<file path="src/hdl/exl_pkg.sv">
`default_nettype none

package exl_pkg;

  localparam int CHAR_W  = 8;
  localparam int KIND_W  = 4;
  localparam int START_W = 12;
  localparam int LEN_W   = 13;
  localparam int MODE_W  = 3;
  localparam int KW_W    = 3;
  localparam int RES_MAX = 3;
  localparam int CNT_W   = 2;

  typedef struct packed {
    logic [CHAR_W-1:0] char_code;
    logic              end_of_line;
  } tok_in_t;

  typedef struct packed {
    logic [KIND_W-1:0]  token_kind;
    logic [START_W-1:0] start_pos;
    logic [LEN_W-1:0]   token_length;
    logic               last_result;
  } tok_out_t;

  typedef struct packed {
    logic [CNT_W-1:0]          cnt;
    tok_out_t [RES_MAX-1:0]    slot;
  } bundle_t;

  localparam logic [MODE_W-1:0] MODE_IDLE   = 3'd0;
  localparam logic [MODE_W-1:0] MODE_IDENT  = 3'd1;
  localparam logic [MODE_W-1:0] MODE_STRING = 3'd2;
  localparam logic [MODE_W-1:0] MODE_INT    = 3'd3;
  localparam logic [MODE_W-1:0] MODE_REAL   = 3'd4;

  localparam logic [KIND_W-1:0] KIND_EOL    = 4'd0;
  localparam logic [KIND_W-1:0] KIND_IDENT  = 4'd1;
  localparam logic [KIND_W-1:0] KIND_PRINT  = 4'd2;
  localparam logic [KIND_W-1:0] KIND_STRING = 4'd3;
  localparam logic [KIND_W-1:0] KIND_INT    = 4'd4;
  localparam logic [KIND_W-1:0] KIND_REAL   = 4'd5;
  localparam logic [KIND_W-1:0] KIND_EQUAL  = 4'd6;
  localparam logic [KIND_W-1:0] KIND_SEMI   = 4'd7;
  localparam logic [KIND_W-1:0] KIND_POWER  = 4'd8;
  localparam logic [KIND_W-1:0] KIND_PLUS   = 4'd9;
  localparam logic [KIND_W-1:0] KIND_MINUS  = 4'd10;
  localparam logic [KIND_W-1:0] KIND_SLASH  = 4'd11;
  localparam logic [KIND_W-1:0] KIND_STAR   = 4'd12;
  localparam logic [KIND_W-1:0] KIND_RPAREN = 4'd13;
  localparam logic [KIND_W-1:0] KIND_LPAREN = 4'd14;
  localparam logic [KIND_W-1:0] KIND_BAD    = 4'd15;

  localparam logic [KW_W-1:0] KW_ZERO  = 3'd0;
  localparam logic [KW_W-1:0] KW_FIRST = 3'd1;
  localparam logic [KW_W-1:0] KW_DONE  = 3'd5;
  localparam logic [KW_W-1:0] KW_FAIL  = 3'd7;

  localparam logic [CHAR_W-1:0] CH_NUL    = 8'h00;
  localparam logic [CHAR_W-1:0] CH_TAB    = 8'h09;
  localparam logic [CHAR_W-1:0] CH_CR     = 8'h0d;
  localparam logic [CHAR_W-1:0] CH_SPACE  = 8'h20;
  localparam logic [CHAR_W-1:0] CH_QUOTE  = 8'h22;
  localparam logic [CHAR_W-1:0] CH_DOT    = 8'h2e;
  localparam logic [CHAR_W-1:0] CH_ZERO   = 8'h30;
  localparam logic [CHAR_W-1:0] CH_NINE   = 8'h39;
  localparam logic [CHAR_W-1:0] CH_UP_A   = 8'h41;
  localparam logic [CHAR_W-1:0] CH_UP_Z   = 8'h5a;
  localparam logic [CHAR_W-1:0] CH_LO_A   = 8'h61;
  localparam logic [CHAR_W-1:0] CH_LO_Z   = 8'h7a;
  localparam logic [CHAR_W-1:0] CH_P      = 8'h70;
  localparam logic [CHAR_W-1:0] CH_R      = 8'h72;
  localparam logic [CHAR_W-1:0] CH_I      = 8'h69;
  localparam logic [CHAR_W-1:0] CH_N      = 8'h6e;
  localparam logic [CHAR_W-1:0] CH_T      = 8'h74;
  localparam logic [CHAR_W-1:0] CH_EQUAL  = 8'h3d;
  localparam logic [CHAR_W-1:0] CH_SEMI   = 8'h3b;
  localparam logic [CHAR_W-1:0] CH_CARET  = 8'h5e;
  localparam logic [CHAR_W-1:0] CH_PLUS   = 8'h2b;
  localparam logic [CHAR_W-1:0] CH_MINUS  = 8'h2d;
  localparam logic [CHAR_W-1:0] CH_SLASH  = 8'h2f;
  localparam logic [CHAR_W-1:0] CH_STAR   = 8'h2a;
  localparam logic [CHAR_W-1:0] CH_RPAREN = 8'h29;
  localparam logic [CHAR_W-1:0] CH_LPAREN = 8'h28;

  // expected byte of "print" at a given match count
  function automatic logic [CHAR_W-1:0] kw_char(input logic [KW_W-1:0] idx);
    logic [CHAR_W-1:0] c;
    case (idx)
      3'd0:    c = CH_P;
      3'd1:    c = CH_R;
      3'd2:    c = CH_I;
      3'd3:    c = CH_N;
      3'd4:    c = CH_T;
      default: c = CH_NUL;
    endcase
    return c;
  endfunction

  function automatic logic [KIND_W-1:0] op_kind(input logic [CHAR_W-1:0] c);
    logic [KIND_W-1:0] k;
    unique case (c)
      CH_EQUAL:  k = KIND_EQUAL;
      CH_SEMI:   k = KIND_SEMI;
      CH_CARET:  k = KIND_POWER;
      CH_PLUS:   k = KIND_PLUS;
      CH_MINUS:  k = KIND_MINUS;
      CH_SLASH:  k = KIND_SLASH;
      CH_STAR:   k = KIND_STAR;
      CH_RPAREN: k = KIND_RPAREN;
      CH_LPAREN: k = KIND_LPAREN;
      default:   k = KIND_BAD;
    endcase
    return k;
  endfunction

  function automatic logic [KIND_W-1:0] flush_kind(input logic [MODE_W-1:0] mode,
                                                   input logic [KW_W-1:0] kw);
    logic [KIND_W-1:0] k;
    case (mode)
      MODE_IDENT: k = (kw == KW_DONE) ? KIND_PRINT : KIND_IDENT;
      MODE_INT:   k = KIND_INT;
      MODE_REAL:  k = KIND_REAL;
      default:    k = KIND_BAD;
    endcase
    return k;
  endfunction

endpackage

`default_nettype wire

</file>
<file path="src/hdl/exl_scan.sv">
`default_nettype none

module exl_scan #(
  parameter int MAX_LINE_BYTES = 4096
) (
  input  wire logic            clk,
  input  wire logic            rst_n,
  input  wire logic            in_valid,
  output logic                 in_stall,
  input  wire exl_pkg::tok_in_t in_data,
  input  wire logic            free,
  output logic                 load,
  output exl_pkg::bundle_t     bundle
);
  import exl_pkg::*;

  localparam int PW = $clog2(MAX_LINE_BYTES);
  localparam int LW = PW + 1;
  localparam logic [PW-1:0] PosLast = PW'(MAX_LINE_BYTES - 1);
  localparam logic [LW-1:0] LenMax  = LW'(MAX_LINE_BYTES);

  tok_in_t           in_r;
  logic              in_vld_r;
  logic [MODE_W-1:0] mode_r, mode_nxt, mode1;
  logic [PW-1:0]     pos_r, pos_nxt;
  logic [PW-1:0]     tstart_r, tstart_nxt, tstart1;
  logic [KW_W-1:0]   kw_r, kw_nxt, kw1;
  logic              tdot_r, tdot_nxt, tdot1;

  logic [CHAR_W-1:0] ch;
  logic              eol, is_alpha, is_digit, is_space, done;
  logic [LW-1:0]     pe;
  logic              a_vld, x_vld, d_vld;
  logic [KIND_W-1:0] a_kind, x_kind;
  logic [LW-1:0]     a_len, x_len;
  logic [PW-1:0]     x_start, d_start;
  tok_out_t          a_item, x_item, d_item;
  bundle_t           bnd;

  function automatic logic [LW-1:0] flush_len(input logic [MODE_W-1:0] mode,
                                              input logic tdot,
                                              input logic [LW-1:0] stop,
                                              input logic [PW-1:0] ts);
    logic [LW-1:0] v;
    v = stop - {1'b0, ts} + ((mode == MODE_REAL) ? LW'(tdot) : '0);
    return (v > LenMax) ? LenMax : v;
  endfunction

  function automatic tok_out_t mk_item(input logic [KIND_W-1:0] kind,
                                       input logic [PW-1:0] start,
                                       input logic [LW-1:0] len);
    tok_out_t t;
    t.token_kind   = kind;
    t.start_pos    = START_W'(start);
    t.token_length = LEN_W'(len);
    t.last_result  = 1'b0;
    return t;
  endfunction

  assign in_stall = in_vld_r && !free;
  assign load     = in_vld_r && free;

  always_ff @(posedge clk) begin
    if (!rst_n) begin
      in_vld_r <= 1'b0;
    end else if (in_valid && !in_stall) begin
      in_vld_r <= 1'b1;
    end else if (load) begin
      in_vld_r <= 1'b0;
    end
  end

  always_ff @(posedge clk) begin
    if (in_valid && !in_stall) begin
      in_r <= in_data;
    end
  end

  assign ch       = in_r.char_code;
  assign eol      = in_r.end_of_line;
  assign is_alpha = (ch >= CH_LO_A && ch <= CH_LO_Z) || (ch >= CH_UP_A && ch <= CH_UP_Z);
  assign is_digit = (ch >= CH_ZERO && ch <= CH_NINE);
  assign is_space = (ch == CH_SPACE) || (ch >= CH_TAB && ch <= CH_CR);
  assign pe       = {1'b0, pos_r} + LW'(1);

  always_comb begin
    mode1   = mode_r;
    kw1     = kw_r;
    tdot1   = tdot_r;
    tstart1 = tstart_r;
    done    = 1'b0;
    a_vld   = 1'b0;
    a_kind  = flush_kind(mode_r, kw_r);
    a_len   = flush_len(mode_r, tdot_r, {1'b0, pos_r}, tstart_r);

    // continue or close the pending token
    case (mode_r)
      MODE_IDENT: begin
        if (is_alpha || is_digit) begin
          kw1  = (kw_r < KW_DONE && ch == kw_char(kw_r)) ? kw_r + KW_FIRST : KW_FAIL;
          done = 1'b1;
        end else begin
          a_vld = 1'b1;
          mode1 = MODE_IDLE;
        end
      end
      MODE_INT: begin
        if (is_digit) begin
          done = 1'b1;
        end else if (ch == CH_DOT) begin
          mode1 = MODE_REAL;
          tdot1 = 1'b1;
          done  = 1'b1;
        end else begin
          a_vld = 1'b1;
          mode1 = MODE_IDLE;
        end
      end
      MODE_REAL: begin
        if (is_digit) begin
          tdot1 = 1'b0;
          done  = 1'b1;
        end else begin
          a_vld = 1'b1;
          mode1 = MODE_IDLE;
        end
      end
      MODE_STRING: begin
        if (ch == CH_QUOTE) begin
          a_vld  = 1'b1;
          a_kind = KIND_STRING;
          a_len  = pe - {1'b0, tstart_r};
          mode1  = MODE_IDLE;
          done   = 1'b1;
        end else if (ch == CH_NUL) begin
          a_vld = 1'b1;
          mode1 = MODE_IDLE;
        end else begin
          done = 1'b1;
        end
      end
      default: begin
        mode1 = MODE_IDLE;
      end
    endcase

    // byte scanned on its own
    x_vld   = 1'b0;
    x_kind  = op_kind(ch);
    x_start = pos_r;
    x_len   = LW'(1);
    if (!done && !is_space) begin
      if (is_alpha) begin
        mode1   = MODE_IDENT;
        tstart1 = pos_r;
        kw1     = (ch == CH_P) ? KW_FIRST : KW_FAIL;
      end else if (is_digit) begin
        mode1   = MODE_INT;
        tstart1 = pos_r;
        tdot1   = 1'b0;
      end else if (ch == CH_QUOTE) begin
        mode1   = MODE_STRING;
        tstart1 = pos_r;
      end else begin
        x_vld = 1'b1;
      end
    end

    // line end flushes whatever is still open
    d_vld = eol;
    if (eol && mode1 != MODE_IDLE) begin
      x_vld   = 1'b1;
      x_kind  = flush_kind(mode1, kw1);
      x_start = tstart1;
      x_len   = flush_len(mode1, tdot1, pe, tstart1);
    end
    d_start = (pe < LenMax) ? pe[PW-1:0] : PosLast;

    if (eol) begin
      mode_nxt   = MODE_IDLE;
      pos_nxt    = '0;
      tstart_nxt = '0;
      kw_nxt     = KW_ZERO;
      tdot_nxt   = 1'b0;
    end else begin
      mode_nxt   = mode1;
      pos_nxt    = (pe < LenMax) ? pe[PW-1:0] : PosLast;
      tstart_nxt = tstart1;
      kw_nxt     = kw1;
      tdot_nxt   = tdot1;
    end
  end

  always_comb begin
    a_item = mk_item(a_kind, tstart_r, a_len);
    x_item = mk_item(x_kind, x_start, x_len);
    d_item = mk_item(KIND_EOL, d_start, '0);
    bnd.cnt = CNT_W'({1'b0, a_vld} + {1'b0, x_vld} + {1'b0, d_vld});
    bnd.slot[0] = a_vld ? a_item : (x_vld ? x_item : d_item);
    bnd.slot[1] = (a_vld && x_vld) ? x_item : d_item;
    bnd.slot[2] = d_item;
    for (int i = 0; i < RES_MAX; i++) begin
      bnd.slot[i].last_result = (CNT_W'(i + 1) == bnd.cnt);
    end
  end

  assign bundle = bnd;

  always_ff @(posedge clk) begin
    if (!rst_n) begin
      mode_r   <= MODE_IDLE;
      pos_r    <= '0;
      tstart_r <= '0;
      kw_r     <= KW_ZERO;
      tdot_r   <= 1'b0;
    end else if (load) begin
      mode_r   <= mode_nxt;
      pos_r    <= pos_nxt;
      tstart_r <= tstart_nxt;
      kw_r     <= kw_nxt;
      tdot_r   <= tdot_nxt;
    end
  end

endmodule

`default_nettype wire

</file>
<file path="src/hdl/exl_drain.sv">
`default_nettype none

module exl_drain (
  input  wire logic             clk,
  input  wire logic             rst_n,
  input  wire logic             load,
  input  wire exl_pkg::bundle_t bundle,
  output logic                  free,
  output logic                  out_valid,
  input  wire logic             out_stall,
  output exl_pkg::tok_out_t     out_data
);
  import exl_pkg::*;

  logic [CNT_W-1:0]       cnt_r;
  logic [CNT_W-1:0]       idx_r;
  logic [CNT_W-1:0]       idx_inc;
  tok_out_t [RES_MAX-1:0] slot_r;

  assign idx_inc   = idx_r + CNT_W'(1);
  assign out_valid = (idx_r != cnt_r);
  // free when nothing is queued, or once the last queued result leaves this cycle
  assign free      = !out_valid || (idx_inc == cnt_r && !out_stall);

  always_comb begin
    case (idx_r)
      2'd1:    out_data = slot_r[1];
      2'd2:    out_data = slot_r[2];
      default: out_data = slot_r[0];
    endcase
  end

  always_ff @(posedge clk) begin
    if (!rst_n) begin
      cnt_r <= '0;
      idx_r <= '0;
    end else if (load) begin
      cnt_r <= bundle.cnt;
      idx_r <= '0;
    end else if (out_valid && !out_stall) begin
      idx_r <= idx_inc;
    end
  end

  always_ff @(posedge clk) begin
    if (load) begin
      slot_r <= bundle.slot;
    end
  end

endmodule

`default_nettype wire

</file>
<file path="src/hdl/expression_line_lexer.sv">
// path: input register, then the drain's result register once it is free
// throughput: one byte per cycle while a byte yields at most one token and
// out_stall is low; extra tokens of a byte (up to 3) hold back the input
// reset: synchronous active-low rst_n empties both stages and returns the
// scanner to idle at line position zero
`default_nettype none

module expression_line_lexer #(
  parameter int MAX_LINE_BYTES = 4096
) (
  input  wire logic              clk,
  input  wire logic              rst_n,
  input  wire logic              in_valid,
  output logic                   in_stall,
  input  wire exl_pkg::tok_in_t  in_data,
  output logic                   out_valid,
  input  wire logic              out_stall,
  output exl_pkg::tok_out_t      out_data
);
  import exl_pkg::*;

  logic    free;
  logic    load;
  bundle_t bundle;

  exl_scan #(
    .MAX_LINE_BYTES(MAX_LINE_BYTES)
  ) u_scan (
    .clk      (clk),
    .rst_n    (rst_n),
    .in_valid (in_valid),
    .in_stall (in_stall),
    .in_data  (in_data),
    .free     (free),
    .load     (load),
    .bundle   (bundle)
  );

  exl_drain u_drain (
    .clk       (clk),
    .rst_n     (rst_n),
    .load      (load),
    .bundle    (bundle),
    .free      (free),
    .out_valid (out_valid),
    .out_stall (out_stall),
    .out_data  (out_data)
  );

  a_stall_needs_backlog: assert property (@(posedge clk) disable iff (!rst_n)
    in_stall |-> out_valid)
    else $error("input stalled with no result waiting");

  a_eol_closes_burst: assert property (@(posedge clk) disable iff (!rst_n)
    (out_valid && out_data.token_kind == KIND_EOL) |->
      (out_data.last_result && out_data.token_length == '0))
    else $error("end-of-line token not last or not empty");

  a_burst_continues: assert property (@(posedge clk) disable iff (!rst_n)
    (out_valid && !out_stall && !out_data.last_result) |=> out_valid)
    else $error("gap inside a multi-token transfer burst");

endmodule

`default_nettype wire

</file>
<file path="config.mk">
export PLATFORM = sky130hd
export DESIGN_NAME = expression_line_lexer
export DESIGN_NICKNAME = d
export VERILOG_FILES = /design/src/hdl/exl_pkg.sv /design/src/hdl/exl_scan.sv /design/src/hdl/exl_drain.sv /design/src/hdl/expression_line_lexer.sv
export SDC_FILE = /design/constraint.sdc
export NUM_CORES = 1
export LEC_CHECK = 0
export ABC_AREA = 1
export CORE_ASPECT_RATIO = 0.6
export CORE_MARGIN = 2
export CORE_UTILIZATION = 43
export CTS_CLUSTER_SIZE = 10
export DETAILED_ROUTE_END_ITERATION = 16
export DONT_BUFFER_PORTS = 1
export MAX_ROUTING_LAYER = met4
export PLACE_DENSITY = 0.57
export SYNTH_ARGS = -nofsm -noshare
export SYNTH_HDL_FRONTEND = slang
export SYNTH_SLANG_ARGS = --single-unit
</file>
<file path="constraint.sdc">
create_clock -name clk -period 7.8 [get_ports clk]
set_input_delay 1.17 -clock clk [delete_from_list [all_inputs] [get_ports clk]]
set_output_delay 1.17 -clock clk [all_outputs]
set_load 0.02 [all_outputs]
</file>
==> PnR_summary.wiki <==
{| class="wikitable"
! Metric !! Value
|-
| Run status || complete, no violations
|-
| Effective utilization at floorplan || 44.2%
|-
| First DRT Iteration DRCs || 1,027
|-
| Distinct cell type count of the synthesized netlist || 52
|-
| Area fraction of the dominant cell type after synthesis || 26.3%
|-
| Flip-flop and latch count after synthesis || 118
|-
| Maximum fanout along the worst path || 28
|-
| Std-Cell Rows || 41
|-
| Clock root buffer master || clkbuf_16
|-
| Number of primary I/O pins || 45
|-
| Family of cells with the greatest summed delay on the critical path || simple AND/OR/NAND/NOR gates
|-
| Share of post-route cells with drive strength above 1 || 8.69%
|-
| Number of resized instances in the post-cts repair step || 0
|-
| Maximum level of the CTS H-tree || 4
|-
| Kind of critical path || register to register
|-
| Number of buffer cells added on primary ports || 0
|-
| Die outline height || 118 microns
|-
| Worst hold start || u_drain.idx_r[1]
|-
| Ant diodes || 0
|-
| Mean instance size in the synthesized netlist || 7.30 sq um
|-
| Global-route usage over all layers || 26.5%
|-
| Remaining DRCs || 0
|-
| Die outline area || 0.0230 sq mm
|-
| Startpoint class of the critical path || register
|-
| Maximum number of pins on one net before global-route repair || 76
|-
| Worst path arrival time || 5.10 ns
|-
| Post-layout min period || 4.92 ns
|-
| Final worst setup slack || 2.88 ns
|-
| Slowest stage cell on the critical path || edfxtp_1
|-
| Final total negative setup slack || 0 ns
|-
| Half-perimeter wire length of the detailed placement result || 22,100 microns
|-
| Final hold violations || 0
|-
| Number of antenna violations at the first check in global routing || 0
|-
| Sequential share of the synthesized area || 34.0%
|-
| Critical path data required time || 7.98 ns
|-
| Worst rel slew slack || 37.6%
|-
| Hold-fix buffer count after cts || 0
|-
| Library cell appearing most often on the critical path || nand2_1
|-
| Final setup vio count || 0
|-
| Clock skew after layout || 0.0185 ns
|-
| Library cell with the largest summed area after synthesis || edfxtp_1
|-
| Setup repair after global routing missed its margin || no
|-
| Number of buffers and inverters on the critical path || 4
|-
| Maximum frequency from static timing analysis || 203 MHz
|-
| Ratio of final minimum period to clock period || 63.1%
|-
| Critical path launch point || u_scan.ch[3]
|-
| Net count of the mapped netlist || 1,368
|-
| Number of vias in the routed layout || 8,582
|-
| Primary FF master, synth || edfxtp_1
|-
| Utilization after layout || 47.6%
|-
| Insertion delay of the later-clocked pin in the worst-skew pair || 0.44 ns
|-
| Clock tree from TritonCTS || yes
|-
| Warning count from the yosys run || 0
|-
| Post-DR wirelength/cell || 18.5 microns
|-
| Clk pin slew, worst setup/hold paths || 0.06 ns
|-
| Origin of the critical flop-to-flop path || u_scan.ch[3]
|-
| Setup crit end kind || register
|-
| Total number of clock tree sinks || 118
|-
| Core Area || 0.0212 sq mm
|-
| Number of buffers created by CTS || 17
|-
| Detail Route Antenna Nets || 0
|-
| Remaining Overflow, GRT || 0
|-
| Number of max-capacitance violations reported || 0
|-
| Largest incremental delay on the critical path || 0.61 ns
|-
| EDFF count, synth || 82
|-
| Placed standard-cell area || 0.00949 sq mm
|-
| Area of all placed cells without fillers || 0.0101 sq mm
|-
| Summed instance area of the synthesized netlist || 0.00937 sq mm
|-
| Buffer depth of the longest clock path || 2
|-
| Power per standard cell area || 248 mW/mm^2
|-
| Global-route wire length before repair || 45,100 microns
|-
| Net count of the finished layout || 1,350
|-
| Worst slack, placed || 2.96 ns
|-
| Leading cell type by number of instances after synthesis || nand2_1
|-
| Cells after Synth || 1,283
|-
| Largest cells by area after synthesis || edfxtp_1 26%, nand2_1 14%, ha_1 9.1%
|-
| Routability-driven placement congestion ratio || 0.978
|-
| Layout Area Growth over Synthesis || 7.60%
|-
| Horizontal die dimension || 195 microns
|-
| Number of global-route vias before repair || 7,417
|-
| Slew @ Worst Pin || 0.936 ns
|-
| Final Slew Violations || 0
|-
| Total detailed-routing wirelength || 28,800 microns
|-
| Vias per std cell || 5.51
|-
| Type of the tightest min-delay check || register to register
|-
| Setup Buffers After CTS || 0
|-
| Most frequent cells after synthesis || 356 x nand2_1, 138 x inv_1, 130 x nand3_1
|-
| Count of TritonRoute iterations in the first routing pass || 6
|-
| Asr flop ratio synth || 0%
|-
| Worst supply voltage drop on vdd || 0.162 mV
|-
| Leakage component of the power || 4.67 nW
|}
-- worst paths after layout --
kind	end	slack (ns)	cells past startpoint
min	u_drain.idx_r[1]	0.51	2
max	u_drain.slot_r[9]	2.88	25
min reg2reg	u_drain.idx_r[1]	0.51	2
max reg2reg	u_drain.slot_r[9]	2.88	25
-- metal layers --
metal / GRT usage, % / share of wire (%)
met1: 44.2 / 54
met2: 30.9 / 35
met3: 4.94 / 10
met4: 5.48 / 0.82
met5: - / 0
-- sequential cells by signal (all words and copies together), names as in the netlist --
signal           flops
u_drain.cnt_r        2
u_drain.slot_r      73
u_scan.in_vld_r      1
u_scan.ch            8
u_scan.mode_r        3
u_drain.idx_r        2
u_scan.d_vld         1
u_scan.tstart_r     12
u_scan.kw_r          3
u_scan.tdot_r        1
u_scan.pos_r        12
-- kinds of logic (layout without fill, tap and decap cells) --
kind of cell	after synthesis	count (layout)	synth area share, %
adders and majority gates	72	72	9.93
AOI/OAI and AO/OA	213	213	12.7
and+or+nand+nor	653	653	31.5
xor gates and xnor gates	27	27	2.52
DFF	118	118	34.0
buffers and inverters	200	195	9.40
-- through the flow --
step / std cells / power (mW) / hold slack, ns
detailed placement: 1525 / 1.68 / 0.490
finish: 1557 / 2.50 / 0.510
floorplan: 1283 / 1.47 / 0.469
global placement: 1525 / 1.68 / 0.495
CTS: 1557 / 2.50 / 0.505
global route: 1557 / 2.64 / 0.535
-- cells in the final DEF, fill, tap and decap left out, types with 3 or more instances in the layout --
cell	netlist	routed
edfxtp_1	82	82
a21oi_1	52	52
nand2_1	356	356
fa_1	4	4
xor2_1	22	22
xnor2_1	5	5
clkinvlp_4	0	4
nor2_4	7	7
ha_1	68	68
inv_2	13	14
nor3_1	15	15
nand3_2	4	4
nand4_1	14	14
o21ai_1	33	33
inv_1	138	137
inv_6	0	4
o21ai_0	73	73
nand2_2	9	9
nand3_1	130	130
nand2_4	5	5
clkbuf_16	0	17
nor2_2	5	5
dfxtp_1	36	36
nor2_1	93	93
buf_4	1	8
o21ai_2	12	12
or2_2	3	3
o22ai_1	28	28
-- power breakdown --
group	switching (mW)	internal [mW]
clock	0.329	0.490
combinational	0.638	0.225
sequential	0.0353	0.782
-- final cells by class --
| cell class | instances | area [sq um] |
|---|---|---|
| clock buffers | 19 | 453 |
| multi-input cells | 965 | 5310 |
| flip-flops and latches | 118 | 3180 |
| inverters | 155 | 587 |
| repair buffers | 8 | 60.1 |
| fillers | 2080 | 11100 |
| clock inverters | 13 | 144 |
| well taps | 279 | 349 |
-- tightest hold or removal path, delay by kind of cell (launching register included) --
kind	cells	cell delay (ns)
AO/OA/AOI/OAI	1	0.05
AND/OR/NAND/NOR	1	0.07
flip-flops	1	0.33
Note: power is estimated with default switching activity, not from simulation.
